==> src/rtl/assert_macros.svh <==
// Assertion helper macros used by the top-level RTL file.
// Depends on nothing; include by bare file name.
`ifndef ASSERT_MACROS_SVH
`define ASSERT_MACROS_SVH

// Clocked assertion, disabled while the active-low reset is asserted.
`define ASSERT_CLK(label, clk, rst_n, prop, msg) \
    label: assert property (@(posedge clk) disable iff (!rst_n) (prop)) else $error(msg);

// Clocked implication, disabled while the active-low reset is asserted.
`define ASSERT_IMPL(label, clk, rst_n, ante, cons, msg) \
    label: assert property (@(posedge clk) disable iff (!rst_n) (ante) |-> (cons)) \
        else $error(msg);

`endif

==> src/rtl/tgmc_pkg.sv <==
// Shared types and constants of the tilt gesture mode controller.
// Depends on nothing; used by tgmc_classify, the top level and the testbench.
`default_nettype none

package tgmc_pkg;

    // Tilt directions, checked in priority order X, Y, Z
    typedef enum logic [2:0] {
        DIR_NONE = 3'd0,
        DIR_XUP  = 3'd1,
        DIR_XDN  = 3'd2,
        DIR_YUP  = 3'd3,
        DIR_YDN  = 3'd4,
        DIR_ZUP  = 3'd5,
        DIR_ZDN  = 3'd6
    } dir_t;

    // Command kinds on the result channel
    typedef enum logic [1:0] {
        KIND_FILTER_ON  = 2'd0,
        KIND_FILTER_OFF = 2'd1,
        KIND_HEATER     = 2'd2
    } kind_t;

    // Configuration register indexes
    typedef enum logic [1:0] {
        REG_TILT_THRESHOLD = 2'd0,
        REG_WAIT_TICKS     = 2'd1,
        REG_FILTER_DUR     = 2'd2,
        REG_MINUTE_MS      = 2'd3
    } cfg_index_t;

    // Input operation codes
    localparam logic OP_EVAL = 1'b0;
    localparam logic OP_TICK = 1'b1;

    // Register reset values
    localparam logic [14:0] TILT_THRESHOLD_RST = 15'd6000;
    localparam logic [15:0] WAIT_TICKS_RST     = 16'd400;
    localparam logic [31:0] FILTER_DUR_RST     = 32'd3600000;
    localparam logic [15:0] MINUTE_MS_RST      = 16'd60000;

    localparam logic [15:0] MINUTE_MAX = 16'hFFFF;

endpackage

`default_nettype wire

==> src/rtl/tgmc_classify.sv <==
// Sample classifier: maps one accelerometer sample to a tilt direction.
// Depends on tgmc_pkg for the direction type.
`default_nettype none

module tgmc_classify
    import tgmc_pkg::*;
(
    input  wire logic signed [15:0] accel_x,
    input  wire logic signed [15:0] accel_y,
    input  wire logic signed [15:0] accel_z,
    input  wire logic        [14:0] threshold,
    output dir_t                    dir
);

    logic signed [16:0] thr_pos;
    logic signed [16:0] thr_neg;
    logic signed [16:0] x_ext;
    logic signed [16:0] y_ext;
    logic signed [16:0] z_ext;

    // Widen everything to 17 bits so both bounds fit
    assign thr_pos = $signed({2'b00, threshold});
    assign thr_neg = -thr_pos;
    assign x_ext   = 17'(accel_x);
    assign y_ext   = 17'(accel_y);
    assign z_ext   = 17'(accel_z);

    // Pick the first tilted axis, X before Y before Z
    always_comb begin
        if (x_ext > thr_pos) begin
            dir = DIR_XUP;
        end else if (x_ext < thr_neg) begin
            dir = DIR_XDN;
        end else if (y_ext > thr_pos) begin
            dir = DIR_YUP;
        end else if (y_ext < thr_neg) begin
            dir = DIR_YDN;
        end else if (z_ext > thr_pos) begin
            dir = DIR_ZUP;
        end else if (z_ext < thr_neg) begin
            dir = DIR_ZDN;
        end else begin
            dir = DIR_NONE;
        end
    end

endmodule

`default_nettype wire

==> src/rtl/tilt_gesture_mode_controller.sv <==
// Tilt gesture mode controller: top level with mode machine and command output.
// Depends on tgmc_pkg, tgmc_classify and assert_macros.svh.
//
// Usage:
//   The s_ channel carries one item per transfer: tuser is the operation
//   (0 evaluate the sample in tdata, 1 one millisecond tick). An evaluation
//   steps the mode machine; entering a mode emits at most one command on
//   the m_ channel (tuser kind, tdata duration in ms). Ticks count down the
//   heater wait timer and emit nothing.
//   An accepted item is held in the input register; once the output
//   register is free, its command is loaded into the output register and
//   m_tvalid rises. Throughput: one item per cycle while the output register
//   frees, set by the single-pass next-state logic between the registers.
//   When the receiver stalls, the result stays in the output register and
//   s_tready stays high until the input register is also occupied.
//   The cfg port writes one register per cycle with cfg_we high; write it
//   only while no transfer is pending.
//   Reset (aresetn low, synchronous) loads the default register values,
//   puts the mode machine in its initial mode, clears the minute count and
//   wait timer, and empties both registers.
`default_nettype none
`include "assert_macros.svh"

module tilt_gesture_mode_controller
    import tgmc_pkg::*;
(
    input  wire logic        aclk,
    input  wire logic        aresetn,
    // Input stream
    input  wire logic        s_tvalid,
    output logic             s_tready,
    input  wire logic [47:0] s_tdata,   // [15:0] accel_x, [31:16] accel_y, [47:32] accel_z
    input  wire logic        s_tuser,   // [0] operation
    // Result stream
    output logic             m_tvalid,
    input  wire logic        m_tready,
    output logic [31:0]      m_tdata,   // [31:0] duration_ms
    output logic [1:0]       m_tuser,   // [1:0] message_kind
    // Configuration write port
    input  wire logic        cfg_we,
    input  wire logic [1:0]  cfg_index,
    input  wire logic [31:0] cfg_wdata
);

    typedef enum logic [2:0] {
        MODE_INIT        = 3'd0,
        MODE_CHOOSE      = 3'd1,
        MODE_FILTER_ON   = 3'd2,
        MODE_FILTER_OFF  = 3'd3,
        MODE_HEATER_SET  = 3'd4,
        MODE_HEATER_OFF  = 3'd5,
        MODE_HEATER_WAIT = 3'd6,
        MODE_IDLE        = 3'd7
    } mode_t;

    // Configuration registers
    logic [14:0] tilt_threshold_reg;
    logic [15:0] wait_ticks_reg;
    logic [31:0] filter_dur_reg;
    logic [15:0] minute_ms_reg;

    // Input register
    logic        in_valid_reg;
    logic        in_op_reg;
    logic [47:0] in_data_reg;

    // Mode machine state
    mode_t       mode_reg,      mode_next;
    mode_t       prev_mode_reg, prev_mode_next;
    logic [15:0] minute_count_reg, minute_count_next;
    logic [15:0] wait_timer_reg,   wait_timer_next;

    // Output register
    logic        m_valid_reg;
    logic [1:0]  m_kind_reg;
    logic [31:0] m_dur_reg;

    logic        out_free;
    logic        advance;
    logic        entry;
    dir_t        dir;
    logic        emit;
    kind_t       kind_next;
    logic [31:0] dur_next;
    logic [15:0] minute_inc;
    logic [31:0] heater_ms;
    logic [15:0] timer_eff;

    // Handshake: the output register frees when empty or taken
    assign out_free = !m_valid_reg || m_tready;
    assign advance  = in_valid_reg && out_free;
    assign s_tready = !in_valid_reg || advance;

    assign m_tvalid = m_valid_reg;
    assign m_tuser  = m_kind_reg;
    assign m_tdata  = m_dur_reg;

    tgmc_classify u_classify (
        .accel_x   ($signed(in_data_reg[15:0])),
        .accel_y   ($signed(in_data_reg[31:16])),
        .accel_z   ($signed(in_data_reg[47:32])),
        .threshold (tilt_threshold_reg),
        .dir       (dir)
    );

    assign entry      = (mode_reg != prev_mode_reg);
    assign minute_inc = (minute_count_reg != MINUTE_MAX) ? minute_count_reg + 16'd1
                                                         : minute_count_reg;
    assign heater_ms  = {16'd0, minute_inc} * {16'd0, minute_ms_reg};
    assign timer_eff  = entry ? wait_ticks_reg : wait_timer_reg;

    // Next state and command for the item in the input register
    always_comb begin
        mode_next         = mode_reg;
        prev_mode_next    = prev_mode_reg;
        minute_count_next = minute_count_reg;
        wait_timer_next   = wait_timer_reg;
        emit              = 1'b0;
        kind_next         = KIND_FILTER_ON;
        dur_next          = filter_dur_reg;
        if (in_op_reg == OP_TICK) begin
            if (wait_timer_reg != 16'd0) begin
                wait_timer_next = wait_timer_reg - 16'd1;
            end
        end else begin
            prev_mode_next = mode_reg;
            case (mode_reg)
                MODE_INIT: begin
                    minute_count_next = 16'd0;
                    mode_next         = MODE_CHOOSE;
                end
                MODE_CHOOSE: begin
                    if (dir == DIR_YUP) begin
                        mode_next = MODE_FILTER_ON;
                    end else if (dir == DIR_YDN) begin
                        mode_next = MODE_FILTER_OFF;
                    end else if (dir == DIR_XUP) begin
                        mode_next = MODE_HEATER_SET;
                    end else if (dir == DIR_XDN) begin
                        mode_next = MODE_HEATER_OFF;
                    end
                end
                MODE_FILTER_ON: begin
                    emit      = entry;
                    kind_next = KIND_FILTER_ON;
                    if (dir == DIR_YDN) begin
                        mode_next = MODE_FILTER_OFF;
                    end
                end
                MODE_FILTER_OFF: begin
                    emit      = entry;
                    kind_next = KIND_FILTER_OFF;
                    if (dir == DIR_YUP) begin
                        mode_next = MODE_FILTER_ON;
                    end
                end
                MODE_HEATER_SET: begin
                    if (entry) begin
                        minute_count_next = minute_inc;
                        emit              = 1'b1;
                    end
                    kind_next = KIND_HEATER;
                    dur_next  = heater_ms;
                    if (dir != DIR_XUP) begin
                        mode_next = MODE_HEATER_WAIT;
                    end
                end
                MODE_HEATER_OFF: begin
                    if (entry) begin
                        minute_count_next = 16'd0;
                        emit              = 1'b1;
                    end
                    kind_next = KIND_HEATER;
                    dur_next  = 32'd0;
                    if (dir != DIR_XDN) begin
                        mode_next = MODE_HEATER_WAIT;
                    end
                end
                MODE_HEATER_WAIT: begin
                    wait_timer_next = timer_eff;
                    if (timer_eff == 16'd0) begin
                        if (dir == DIR_XUP) begin
                            mode_next = MODE_HEATER_SET;
                        end else if (dir == DIR_XDN) begin
                            mode_next = MODE_HEATER_OFF;
                        end
                    end
                end
                default: begin
                    // Unreachable idle mode: hold and stay silent
                    mode_next = mode_reg;
                end
            endcase
        end
    end

    // Configuration registers
    always_ff @(posedge aclk) begin
        if (!aresetn) begin
            tilt_threshold_reg <= TILT_THRESHOLD_RST;
            wait_ticks_reg     <= WAIT_TICKS_RST;
            filter_dur_reg     <= FILTER_DUR_RST;
            minute_ms_reg      <= MINUTE_MS_RST;
        end else if (cfg_we) begin
            case (cfg_index_t'(cfg_index))
                REG_TILT_THRESHOLD: tilt_threshold_reg <= cfg_wdata[14:0];
                REG_WAIT_TICKS:     wait_ticks_reg     <= cfg_wdata[15:0];
                REG_FILTER_DUR:     filter_dur_reg     <= cfg_wdata;
                REG_MINUTE_MS:      minute_ms_reg      <= cfg_wdata[15:0];
                default: begin
                    tilt_threshold_reg <= tilt_threshold_reg;
                end
            endcase
        end
    end

    // Input register: load on transfer, drop once processed
    always_ff @(posedge aclk) begin
        if (!aresetn) begin
            in_valid_reg <= 1'b0;
        end else if (s_tready) begin
            in_valid_reg <= s_tvalid;
        end
    end

    always_ff @(posedge aclk) begin
        if (s_tvalid && s_tready) begin
            in_op_reg   <= s_tuser;
            in_data_reg <= s_tdata;
        end
    end

    // Mode machine state and output register
    always_ff @(posedge aclk) begin
        if (!aresetn) begin
            mode_reg         <= MODE_INIT;
            prev_mode_reg    <= MODE_INIT;
            minute_count_reg <= 16'd0;
            wait_timer_reg   <= 16'd0;
            m_valid_reg      <= 1'b0;
        end else begin
            if (advance) begin
                mode_reg         <= mode_next;
                prev_mode_reg    <= prev_mode_next;
                minute_count_reg <= minute_count_next;
                wait_timer_reg   <= wait_timer_next;
            end
            if (out_free) begin
                m_valid_reg <= advance && emit;
            end
        end
    end

    always_ff @(posedge aclk) begin
        if (advance && emit) begin
            m_kind_reg <= kind_next;
            m_dur_reg  <= dur_next;
        end
    end

    // Checks
    `ASSERT_IMPL(a_result_from_item, aclk, aresetn, $rose(m_valid_reg), $past(advance), "result without a processed item")
    `ASSERT_IMPL(a_minute_stable, aclk, aresetn, !$past(advance), $stable(minute_count_reg), "minute count moved without an item")
    `ASSERT_IMPL(a_prev_mode_track, aclk, aresetn, $past(advance && (in_op_reg == OP_EVAL)), prev_mode_reg == $past(mode_reg), "previous mode not tracking")
    `ASSERT_IMPL(a_filter_duration, aclk, aresetn, m_valid_reg && (m_kind_reg != KIND_HEATER), m_dur_reg == filter_dur_reg, "filter command duration mismatch")

endmodule

`default_nettype wire

==> config.mk <==
export PLATFORM = sky130hd
export DESIGN_NAME = tilt_gesture_mode_controller
export DESIGN_NICKNAME = d
export VERILOG_FILES = /design/src/rtl/tgmc_pkg.sv /design/src/rtl/tgmc_classify.sv /design/src/rtl/tilt_gesture_mode_controller.sv
export VERILOG_INCLUDE_DIRS = /design/src /design/src/rtl
export SDC_FILE = /design/constraint.sdc
export NUM_CORES = 1
export LEC_CHECK = 0
export BUFFER_PORTS_ARGS = -buffer_cell sky130_fd_sc_hd__buf_2
export CORE_MARGIN = 2
export CORE_UTILIZATION = 50
export CTS_BUF_LIST = sky130_fd_sc_hd__clkbuf_16
export CTS_CLUSTER_DIAMETER = 100
export CTS_CLUSTER_SIZE = 20
export DETAILED_ROUTE_END_ITERATION = 8
export PLACE_DENSITY = 0.71
export REMOVE_ABC_BUFFERS = 1
export SLEW_MARGIN = 25
export SYNTH_ARGS = -nofsm -noshare
export SYNTH_HDL_FRONTEND = slang
export SYNTH_HIERARCHICAL = 1
export SYNTH_SLANG_ARGS = --single-unit
export TNS_END_PERCENT = 1
==> constraint.sdc <==
create_clock -name aclk -period 10.4 [get_ports aclk]
set_clock_uncertainty 0.15 [all_clocks]
set_input_delay 1.56 -clock aclk [delete_from_list [all_inputs] [get_ports aclk]]
set_output_delay 1.56 -clock aclk [all_outputs]
set_load 0.02 [all_outputs]
# Yosys cells after proc, flatten, opt, wreduce, memory -nomap -nowiden
# Index checks and enable logic that the tools add are counted.
dict set report totals {
  register_bits 202
  inputBits 88
  out_inout_bits 36
  elab_cells 104
}
dict set report classes {
  n_addsub 3
  n_mul 1
  magnitude_cmp 6
  n_eq_ne 25
  muxes 30
  n_bitwise 1
  reduce_logical 24
}
# cell count
set op_table {}
lappend op_table {{$mux 16} 7}
lappend op_table {{$pmux 32 s2} 1}
lappend op_table {{$lt 16x17->1} 3}
lappend op_table {{$gt 16x16->1} 3}
lappend op_table {{$pmux 16 s3} 1}
lappend op_table {{$mux 3} 15}
lappend op_table {{$mul 16x16->32} 1}
lappend op_table {{$mux 32} 1}
lappend op_table {{$pmux 3 s7} 1}
lappend op_table {{$neg 15->17} 1}
lappend op_table {{$add 16x1->16 const B} 1}
lappend op_table {{$logic_not 16->1} 1}
lappend op_table {{$ne 16x16->1 const B} 1}
lappend op_table {{$reduce_bool 16->1} 1}
lappend op_table {{$sub 16x1->16 const B} 1}
lappend op_table {{$ne 2x2->1 const B} 7}
lappend op_table {{$eq 3x2->1 const B} 4}
lappend op_table {{$eq 3x3->1 const B} 4}
lappend op_table {{$reduce_and 2->1} 5}
lappend op_table {{$reduce_and 8->1} 1}
lappend op_table {{$reduce_bool 7->1} 1}
lappend op_table {{$eq 3x1->1 const B} 2}
lappend op_table {{$reduce_and 5->1} 1}
lappend op_table {{$eq 2x2->1 const B} 2}
lappend op_table {{18 further kinds} 24}

# Logic depth before layout (Yosys ltp)
# Gate-level depths: netlist (run 1).
dict set report logic_depth {
  word_depth 14
  ltp_mapped 29
  ltp_nobuf 27
}

# By module
# The synthesis (run 1) kept the hierarchy.
# mod n_inst cells_each area_each_um2 seq_area_each_um2
set by_module_without_submodules {}
lappend by_module_without_submodules {tilt_gesture_mode_controller 1 1858 16807.4 4874.7}
lappend by_module_without_submodules {tgmc_classify 1 289 2436.1 0.0}

# Least setup slack after synthesis (run 1)
# Ideal clock, no wire load.
dict set report synth_timing {
  path_type {reg-to-reg}
  start {register minute_count_reg[0]}
  end {register m_dur_reg[25] (netlist: m_tdata[25]), data pin}
  setup_time_ns 0.257
  arrival_ns 6.697
  t_required_ns 9.993
  slack_ns 3.296
  stages_incl_launch_ff 26
  n_path_buf 2
  period_less_slack_ns 7.104
  cell_sequence {dfxtp_1 ha_1 nand3_1 nor2_1 a21boi_0 nand2_1 xnor2_2 buf_2 nand2_1 fa_1 inv_1 fa_1 fa_1 fa_1 fa_1 inv_1 fa_1 inv_1 ha_1 buf_2 a21oi_1 o21ai_0 a221oi_2 a21oi_1 or3_1 a32o_1}
}
dict set report synth_via {
  elab_chain_cells 5
  elab_cells_between_ends 6
  classes_between {1 x add/sub; 1 x mul; 1 x eq/ne; 3 x mux}
}
# item line_no
set synth_rtl {}
lappend synth_rtl {{from (decl)} tilt_gesture_mode_controller.sv:70} ;# logic [15:0] minute_count_reg, minute_count_next;
lappend synth_rtl {{from (signal assigned)} tilt_gesture_mode_controller.sv:245} ;# minute_count_reg <= minute_count_next;
lappend synth_rtl {{$add 16x1->16 or $ne 16x16->1 (tied branches)} tilt_gesture_mode_controller.sv:107} ;# assign minute_inc = (minute_count_reg != MINUTE_MAX) ? minute_count_reg + 16'd1
lappend synth_rtl {{$mux 16 (*)} tilt_gesture_mode_controller.sv:107}
lappend synth_rtl {{$mul 16x16->32 (*)} tilt_gesture_mode_controller.sv:109} ;# assign heater_ms = {16'd0, minute_inc} * {16'd0, minute_ms_reg};
lappend synth_rtl {{$pmux 32 s2 (*)} tilt_gesture_mode_controller.sv:127} ;# case (mode_reg)
lappend synth_rtl {{$mux 32 (*)} tilt_gesture_mode_controller.sv:121} ;# if (in_op_reg == OP_TICK) begin
lappend synth_rtl {{net dur_next[25]} tilt_gesture_mode_controller.sv:84} ;# logic [31:0] dur_next;
lappend synth_rtl {{to (signal assigned)} tilt_gesture_mode_controller.sv:257} ;# m_dur_reg <= dur_next;
lappend synth_rtl {{to (decl)} tilt_gesture_mode_controller.sv:76} ;# logic [31:0] m_dur_reg;
# The timed path passes the listed nets; every way through them passes the cells marked *.
# A chain may end at the register's enable or synchronous reset.

# Final worst setup path (run 1)
# Same ends and word-level chain as after synthesis.

==> results.cfg, run 1 <==
[worst_hold_path]
worstHoldPathType = flop to flop
worst_hold_startpoint = filter_dur_reg[23]
hold_path_depth = 2

[timing]
setup_viol_count_final = 0
layout_min_cycle_time_ns = 8.28
post-route-period-util_pct = 79.6
slew_headroom_pct = 27.6
final_count_of_pins_violating_max_slew = 0
rsz_0062_raised_after_global_routing = no
worst-slew-pin-transition_ns = 1.09
finalHoldViolations = 0
max_clock_freq_ghz = 0.121
tns_ns = 0

[clock_tree]
clkSinkCount = 202
tritoncts = yes
cts_max_path_buffers = 3
cts_hold_buf = 0
clkLatencyLatePin_ns = 0.51
root_buffer = sky130_fd_sc_hd__clkbuf_16
post-cts-setup-buffer-count = 0
cts-htree-levels = 1
clk_pin_slew_ns = 0.09
post_cts_resize_count = 0
cts_buffers = 15

[critical_path]
critical_path.max_stage_delay_ns = 0.79
r2r_setup_slack_ns = 2.12
critical_path.startpoint = minute_count_reg[0]
worstPathArrival_ns = 8.40
crit_slowest_cell = sky130_fd_sc_hd__xor2_2
critPathMaxFanout = 17
regToRegEndpoint = m_tdata[25]
worstSetupEndpoint = m_tdata[25]
r2r_start = minute_count_reg[0]
crit_path_end_kind = flop
criticalPathCategory = flop to flop
critical_path.startpoint_type = flop
critical_path_required_ns = 10.52
rr_worst_depth = 25
critPathMostFrequentCell = sky130_fd_sc_hd__fa_1

[synth]
synth_area_um2 = 19200
synth_cell_type_count = 87
synth_warnings = 6
synth_cells = 2147
post_synth.cell_area_avg_um2 = 8.96
synth.yosys.seq_area_share_pct = 25.3
synth-main-ff-cell = sky130_fd_sc_hd__dfxtp_1
synth_async_sr_flop_share_pct = 0
synth-edff-count = 83
count_of_state_elements_after_synthesis = 202

[power]
powerDensity_nw_per_um2 = 85.4
static-leakage-power_nw = 9.51
irDropWorstVdd_v = 0.000112

[route]
route.detailed.drc = 0
vias_per_cell = 5.66
detail-route-antenna-nets = 0
route.detailed.wl_per_inst_um = 19.1
drt-pass1-iter-count = 6
finalWirelength_mm = 52.3
vias = 15493
drt_iter0_drc = 1191

[place]
final_weighted_congestion_of_routability_driven_global_placement = 0.942
detailed_place_hpwl_mm = 39.8
port_buffers = 123
placed_cells = 2712

[floorplanning]
die_height_um = 200
fp.coreArea_um2 = 37800
core.rowCount = 71
io_pins = 124
die-area_um2 = 40100
initial_utilization_pct = 51.0
die_width_um = 200

[run]
max_cap_violations = 0

[global_routing]
vias_in_the_first_global_route = 15781
grt-busiest-layer = met2
globalRoute.totalOverflow = 0
grt_first_pass_wirelength_mm = 84.8
use_met2_pct = 43.4
grt_util_met3_pct = 4.26
grt_use_met1_pct = 36.4
grt_use_total_pct = 26.4
number_of_antenna_violations_at_the_first_check_in_global_routing = 0
grt_start_max_net_pins = 79

[finish]
largest_register_ffs = 48
nets = 2694
syn_to_final_growth_pct = 8.01
share_of_layout_cells_above_drive_strength_1_pct = 9.84
num_antenna_cells = 0
finalNonFillerCells = 2737
fill_cells = 3420

[outcome]
outcome = completed
[kinds of logic (layout without fill, tap and decap cells)]
logic type | after synthesis | count (layout) | synth area share, %
fa+ha+maj | 389 | 389 | 32.8
flops | 202 | 202 | 25.3
buf+inv | 363 | 442 | 7.38
mux | 14 | 14 | 0.754
simple gates | 793 | 793 | 20.0
compound gates | 339 | 339 | 11.2
xor+xnor | 47 | 47 | 2.43
[worst max-delay path: cells and delay by family, from the launching register on]
kind	cells	cell delay (ns)
simple gates	6	1.28
buf+inv	5	0.26
xor+xnor	1	0.79
fa+ha+maj	8	3.78
flops	1	0.46
compound gates	5	1.27
[placed cells by master (no fill, tap or decap), drive strengths merged, types with 9 or more instances in the layout]
| cell | n |
|---|---|
| nand2 | 401 |
| inv | 279 |
| fa | 194 |
| ha | 194 |
| buf | 144 |
| a21oi | 127 |
| dfxtp | 119 |
| and2 | 117 |
| edfxtp | 83 |
| nor2 | 74 |
| o21ai | 71 |
| nand3 | 61 |
| xnor2 | 30 |
| nand4 | 23 |
| nor3 | 23 |
| a22oi | 22 |
| a21o | 18 |
| xor2 | 17 |
| nor4 | 17 |
| clkbuf | 16 |
| nand2b | 15 |
| nor2b | 13 |
| o21a | 12 |
| a211oi | 12 |
| mux2i | 10 |
| nor3b | 9 |
[cell type report]
| class | count | area, µm² | share of cell area (%) |
|---|---|---|---|
| Sequential cell | 202 | 4870 | 23.5 |
| Clock inverter | 9 | 65.1 | 0.313 |
| Multi-Input combinational cell | 1582 | 13000 | 62.6 |
| Inverter | 273 | 1020 | 4.93 |
| Clock buffer | 16 | 400 | 1.93 |
| Timing Repair Buffer | 144 | 773 | 3.72 |
| Tap cell | 511 | 639 | 3.08 |
[worst min-delay path by stage]
stage,to,slack (ns)
CTS,filter_dur_reg[23],0.32
finish,filter_dur_reg[23],0.31
floorplan,filter_dur_reg[0],0.29
global route,filter_dur_reg[23],0.33
detailed placement,filter_dur_reg[29],0.30
global placement,filter_dur_reg[2],0.29
[layer usage]
| layer | share of wire, % | up-vias | routed length, µm |
|---|---|---|---|
| met3 | 7.8 | 82 | 4070 |
| met5 | 0 | - | 0 |
| met2 | 46 | 571 | 24200 |
| met4 | 2.6 | 0 | 1350 |
| li1 | - | 7261 | - |
| met1 | 43 | 7579 | 22700 |
[Yosys cell counts (13+ instances only)]
| cell type | n | area [µm²] |
|---|---|---|
| sky130_fd_sc_hd__edfxtp_1 | 83 | 2490 |
| sky130_fd_sc_hd__dfxtp_1 | 119 | 2380 |
| sky130_fd_sc_hd__buf_2 | 16 | 80.1 |
| sky130_fd_sc_hd__xor2_1 | 16 | 140 |
| sky130_fd_sc_hd__nor2_1 | 74 | 278 |
| sky130_fd_sc_hd__nor3_1 | 20 | 100 |
| sky130_fd_sc_hd__ha_1 | 194 | 2430 |
| sky130_fd_sc_hd__inv_1 | 270 | 1010 |
| sky130_fd_sc_hd__nor2b_1 | 13 | 81.3 |
| sky130_fd_sc_hd__a21oi_1 | 125 | 626 |
| sky130_fd_sc_hd__a21o_1 | 18 | 135 |
| sky130_fd_sc_hd__o21ai_0 | 63 | 315 |
| sky130_fd_sc_hd__a22oi_1 | 22 | 165 |
| sky130_fd_sc_hd__xnor2_1 | 25 | 219 |
| sky130_fd_sc_hd__nand2b_1 | 15 | 93.8 |
| sky130_fd_sc_hd__fa_1 | 194 | 3880 |
| sky130_fd_sc_hd__nand2_1 | 401 | 1510 |
| sky130_fd_sc_hd__clkbuf_1 | 60 | 225 |
| sky130_fd_sc_hd__nand4_1 | 23 | 144 |
| sky130_fd_sc_hd__nand3_1 | 59 | 295 |
| sky130_fd_sc_hd__and2_1 | 117 | 732 |
| sky130_fd_sc_hd__nor4_1 | 14 | 87.6 |
[metrics by stage]
| stage | utilization [%] | cell area (µm²) | hold slack (ns) | power (mW) | setup WS, ns |
|---|---|---|---|---|---|
| 2_1_floorplan | - | 18800 | 0.286 | 1.08 | 3.22 |
| 3_3_place_gp | 53.8 | 20300 | 0.294 | 1.17 | 2.38 |
| 5_1_grt | 55.1 | 20800 | 0.334 | 1.85 | 1.70 |
| 6_report | 55.1 | 20800 | 0.311 | 1.77 | 2.12 |
| 3_5_place_dp | 53.8 | 20300 | 0.304 | 1.18 | 2.20 |
| 4_1_cts | 55.0 | 20800 | 0.316 | 1.78 | 2.19 |
[power by group]
| part | switching, mW | internal [mW] |
|---|---|---|
| sequential | 0.0443 | 0.857 |
| clock | 0.315 | 0.288 |
| combinational | 0.160 | 0.110 |
| total | 0.519 | 1.25 |
(Power assumes the default switching activity.)
==> inputs of run 2 (changes only) <==
--- a/config.mk
+++ b/config.mk
@@ -6,6 +6,7 @@
 export SDC_FILE = /design/constraint.sdc
 export NUM_CORES = 1
 export LEC_CHECK = 0
+export ABC_AREA = 1
 export BUFFER_PORTS_ARGS = -buffer_cell sky130_fd_sc_hd__buf_2
 export CORE_MARGIN = 2
 export CORE_UTILIZATION = 50
@@ -13,7 +14,7 @@
 export CTS_CLUSTER_DIAMETER = 100
 export CTS_CLUSTER_SIZE = 20
 export DETAILED_ROUTE_END_ITERATION = 8
-export PLACE_DENSITY = 0.71
+export PLACE_DENSITY = 0.73
 export REMOVE_ABC_BUFFERS = 1
 export SLEW_MARGIN = 25
 export SYNTH_ARGS = -nofsm -noshare
==> constraint.sdc (replaced) <==
create_clock -name aclk -period 7 [get_ports aclk]
set_clock_uncertainty 0.15 [all_clocks]
set_input_delay 1.05 -clock aclk [delete_from_list [all_inputs] [get_ports aclk]]
set_output_delay 1.05 -clock aclk [all_outputs]
set_load 0.02 [all_outputs]
==> run 2 against run 1 <==
  * Register-to-register slack lost 2.0 ns
  * Worst hold slack better by 0.0037 ns
  * Combinational power rose by 84%
==> results.cfg, run 2 <==
[route]
route.detailed.wl_per_inst_um = 17.9
vias_per_cell = 5.42
detail-route-antenna-nets = 0
route.detailed.drc = 0
finalWirelength_mm = 56.4
drt_iter0_drc = 1473
drt-pass1-iter-count = 8
vias = 17099

[clock_tree]
clk_pin_slew_ns = 0.09
cts_buffers = 14
cts-htree-levels = 1
root_buffer = sky130_fd_sc_hd__clkbuf_16
tritoncts = yes
clkSinkCount = 202
cts_max_path_buffers = 3
cts_hold_buf = 0
clkLatencyLatePin_ns = 0.51

[timing]
worst-slew-pin-transition_ns = 0.871
setup_viol_count_final = 0
post-route-period-util_pct = 98.4
final_count_of_pins_violating_max_slew = 0
max_clock_freq_ghz = 0.145
slew_headroom_pct = 41.9
rsz_0062_raised_after_global_routing = yes
layout_min_cycle_time_ns = 6.89
finalHoldViolations = 0

[power]
irDropWorstVdd_v = 0.000190
powerDensity_nw_per_um2 = 122
power_mw = 2.70
static-leakage-power_nw = 10.8

[floorplanning]
core.rowCount = 72
io_pins = 124
die-area_um2 = 40700
initial_utilization_pct = 50.7
die_height_um = 202
die_width_um = 202
fp.coreArea_um2 = 38600

[global_routing]
grt_use_met1_pct = 37.5
vias_in_the_first_global_route = 17237
number_of_antenna_violations_at_the_first_check_in_global_routing = 0
use_met2_pct = 45.3
grt-busiest-layer = met2
grt_start_max_net_pins = 83
grt_util_met3_pct = 5.34
grt_use_total_pct = 27.9
grt_first_pass_wirelength_mm = 90.1
globalRoute.totalOverflow = 0

[synth]
synthTopCellsByCount = 534 x sky130_fd_sc_hd__nand2_1, 399 x sky130_fd_sc_hd__inv_1, 325 x sky130_fd_sc_hd__nor2_1
synth.yosys.seq_area_share_pct = 25.0
synth_cells = 2482
synth_area_um2 = 19500
synth_most_common_cell = sky130_fd_sc_hd__nand2_1
synth_top_family_by_area = adder cells
synth_xor_area_share_pct = 1.44
synth-main-ff-cell = sky130_fd_sc_hd__dfxtp_1
synth_warnings = 6
count_of_state_elements_after_synthesis = 202
synth_async_sr_flop_share_pct = 0
yosys-mux-area-fraction_pct = 0
synth_top_cell_area_share_pct = 19.9
synth_area_in_adders_pct = 32.3
post_synth.cell_area_avg_um2 = 7.87
synth_cell_type_count = 59
synth-simple-area-share_pct = 22.4
synth_compound_gate_area_share_pct = 9.07
synth-edff-count = 83
yosys-top-cells-area = sky130_fd_sc_hd__fa_1 20%, sky130_fd_sc_hd__edfxtp_1 13%, sky130_fd_sc_hd__ha_1 12%
dominant_cell_type_by_area_after_synthesis = sky130_fd_sc_hd__fa_1

[critical_path]
rr_worst_depth = 30
worstPathArrival_ns = 6.99
critical_path_required_ns = 7.10
criticalPathCategory = flop to flop
critPathMaxFanout = 6
critical_path.startpoint_type = flop
regToRegEndpoint = m_tdata[27]
r2r_setup_slack_ns = 0.11
r2r_start = minute_count_reg[1]
critical_path.max_stage_delay_ns = 0.61
crit_path_end_kind = flop
critPathMostFrequentCell = sky130_fd_sc_hd__fa_1
crit_slowest_cell = sky130_fd_sc_hd__fa_1

[finish]
fill_cells = 3530
most_frequent_standard_cell_in_the_layout_excluding_fill_and_tap_cells = sky130_fd_sc_hd__nand2_1
share_of_layout_cells_above_drive_strength_1_pct = 15.0
finish.instance_area_um2 = 22100
largest_register_ffs = 48
final_core_util_pct = 57.3
finalNonFillerCells = 3153
regArea_um2 = 4880
nets = 3103
multi_input_comb_area_um2 = 13300
num_antenna_cells = 0
layout_common_cells = 515 x sky130_fd_sc_hd__nand2_1, 390 x sky130_fd_sc_hd__inv_1, 307 x sky130_fd_sc_hd__nor2_1
syn_to_final_growth_pct = 13.2

[place]
placed_cells = 3112
dp_area_um2 = 21000
final_weighted_congestion_of_routability_driven_global_placement = 0.965
port_buffers = 123
detailed_place_hpwl_mm = 44.1

[run]
max_cap_violations = 0

[outcome]
outcome = completed

[worst_hold_path]
hold_path_depth = 2
worstHoldPathType = flop to flop
worst_hold_startpoint = filter_dur_reg[18]
holdPathEnd = filter_dur_reg[18]
-- run 2: changes by cell type after synthesis, sizes merged, moves of 21 or more --
cell / change
a22oi: -21
and2: -116
inv: +144
nand2: +151
nand3: +22
nor2: +262
o21ai: +65
xnor2: -24
-- run 2: power breakdown --
group          internal [mW]  total, mW  switching, mW
Sequential              1.28       1.33         0.0497
Combinational          0.169      0.496          0.327
Clock                  0.438      0.876          0.438
Total                   1.88       2.70          0.814
-- run 2: worst max-delay path: cells and delay by family, from the launching register on --
kind	cells	cell delay (ns)
adder cells (fa/ha/maj)	8	3.66
AND/OR/NAND/NOR	13	1.53
buffers and inverters	7	0.57
flip-flops	1	0.38
AO/OA/AOI/OAI	2	0.31
-- run 2: stage by stage --
stage          hold slack (ns)  setup TNS (ns)  setup WS, ns
3_3_place_gp             0.289               0         0.136
5_1_grt                  0.341           -1.70        -0.210
3_5_place_dp             0.293               0        0.0907
6_report                 0.315               0         0.113
2_1_floorplan            0.279               0         0.369
4_1_cts                  0.315               0        0.0211
-- run 2: how the worst max path moves through the flow --
stage | start | end | slack, ns | cells past startpoint
3_5_place_dp | minute_count_reg[1] | m_tdata[17] | 0.09 | 26
5_1_grt | minute_count_reg[1] | m_tdata[27] | -0.21 | 30
3_3_place_gp | minute_count_reg[1] | m_tdata[17] | 0.14 | 24
4_1_cts | minute_count_reg[1] | m_tdata[24] | 0.02 | 30
2_1_floorplan | minute_count_reg[0] | m_tdata[13] | 0.37 | 25
6_report | minute_count_reg[1] | m_tdata[27] | 0.11 | 30
-- run 2: logic make-up after synthesis --
kind of cell	Yosys count
adders and majority gates	388
and+or+nand+nor	1048
DFF	202
AOI/OAI and AO/OA	324
buffers and inverters	491
xor gates and xnor gates	29
-- run 2: cell type report --
type                            instances  area share (%)
Timing Repair Buffer                  201            5.66
Clock inverter                          7           0.153
Multi-Input combinational cell       1789            60.0
Tap cell                              518            2.93
Sequential cell                       202            22.1
Clock buffer                           17            1.92
Inverter                              419            7.20
-- run 2: metal layers --
metal  vias to the layer above  share of wire (%)
li1                       8131                  -
met1                      8124                 42
met2                       700                 46
met3                       144                7.9
met4                         0                3.8
met5                         -                  0
-- run 2: repair_timing --
item | in CTS | in global routing
gates resized for setup | 0 | 155
setup buffers | 0 | 17
setup endpoints to repair | 0 | 21
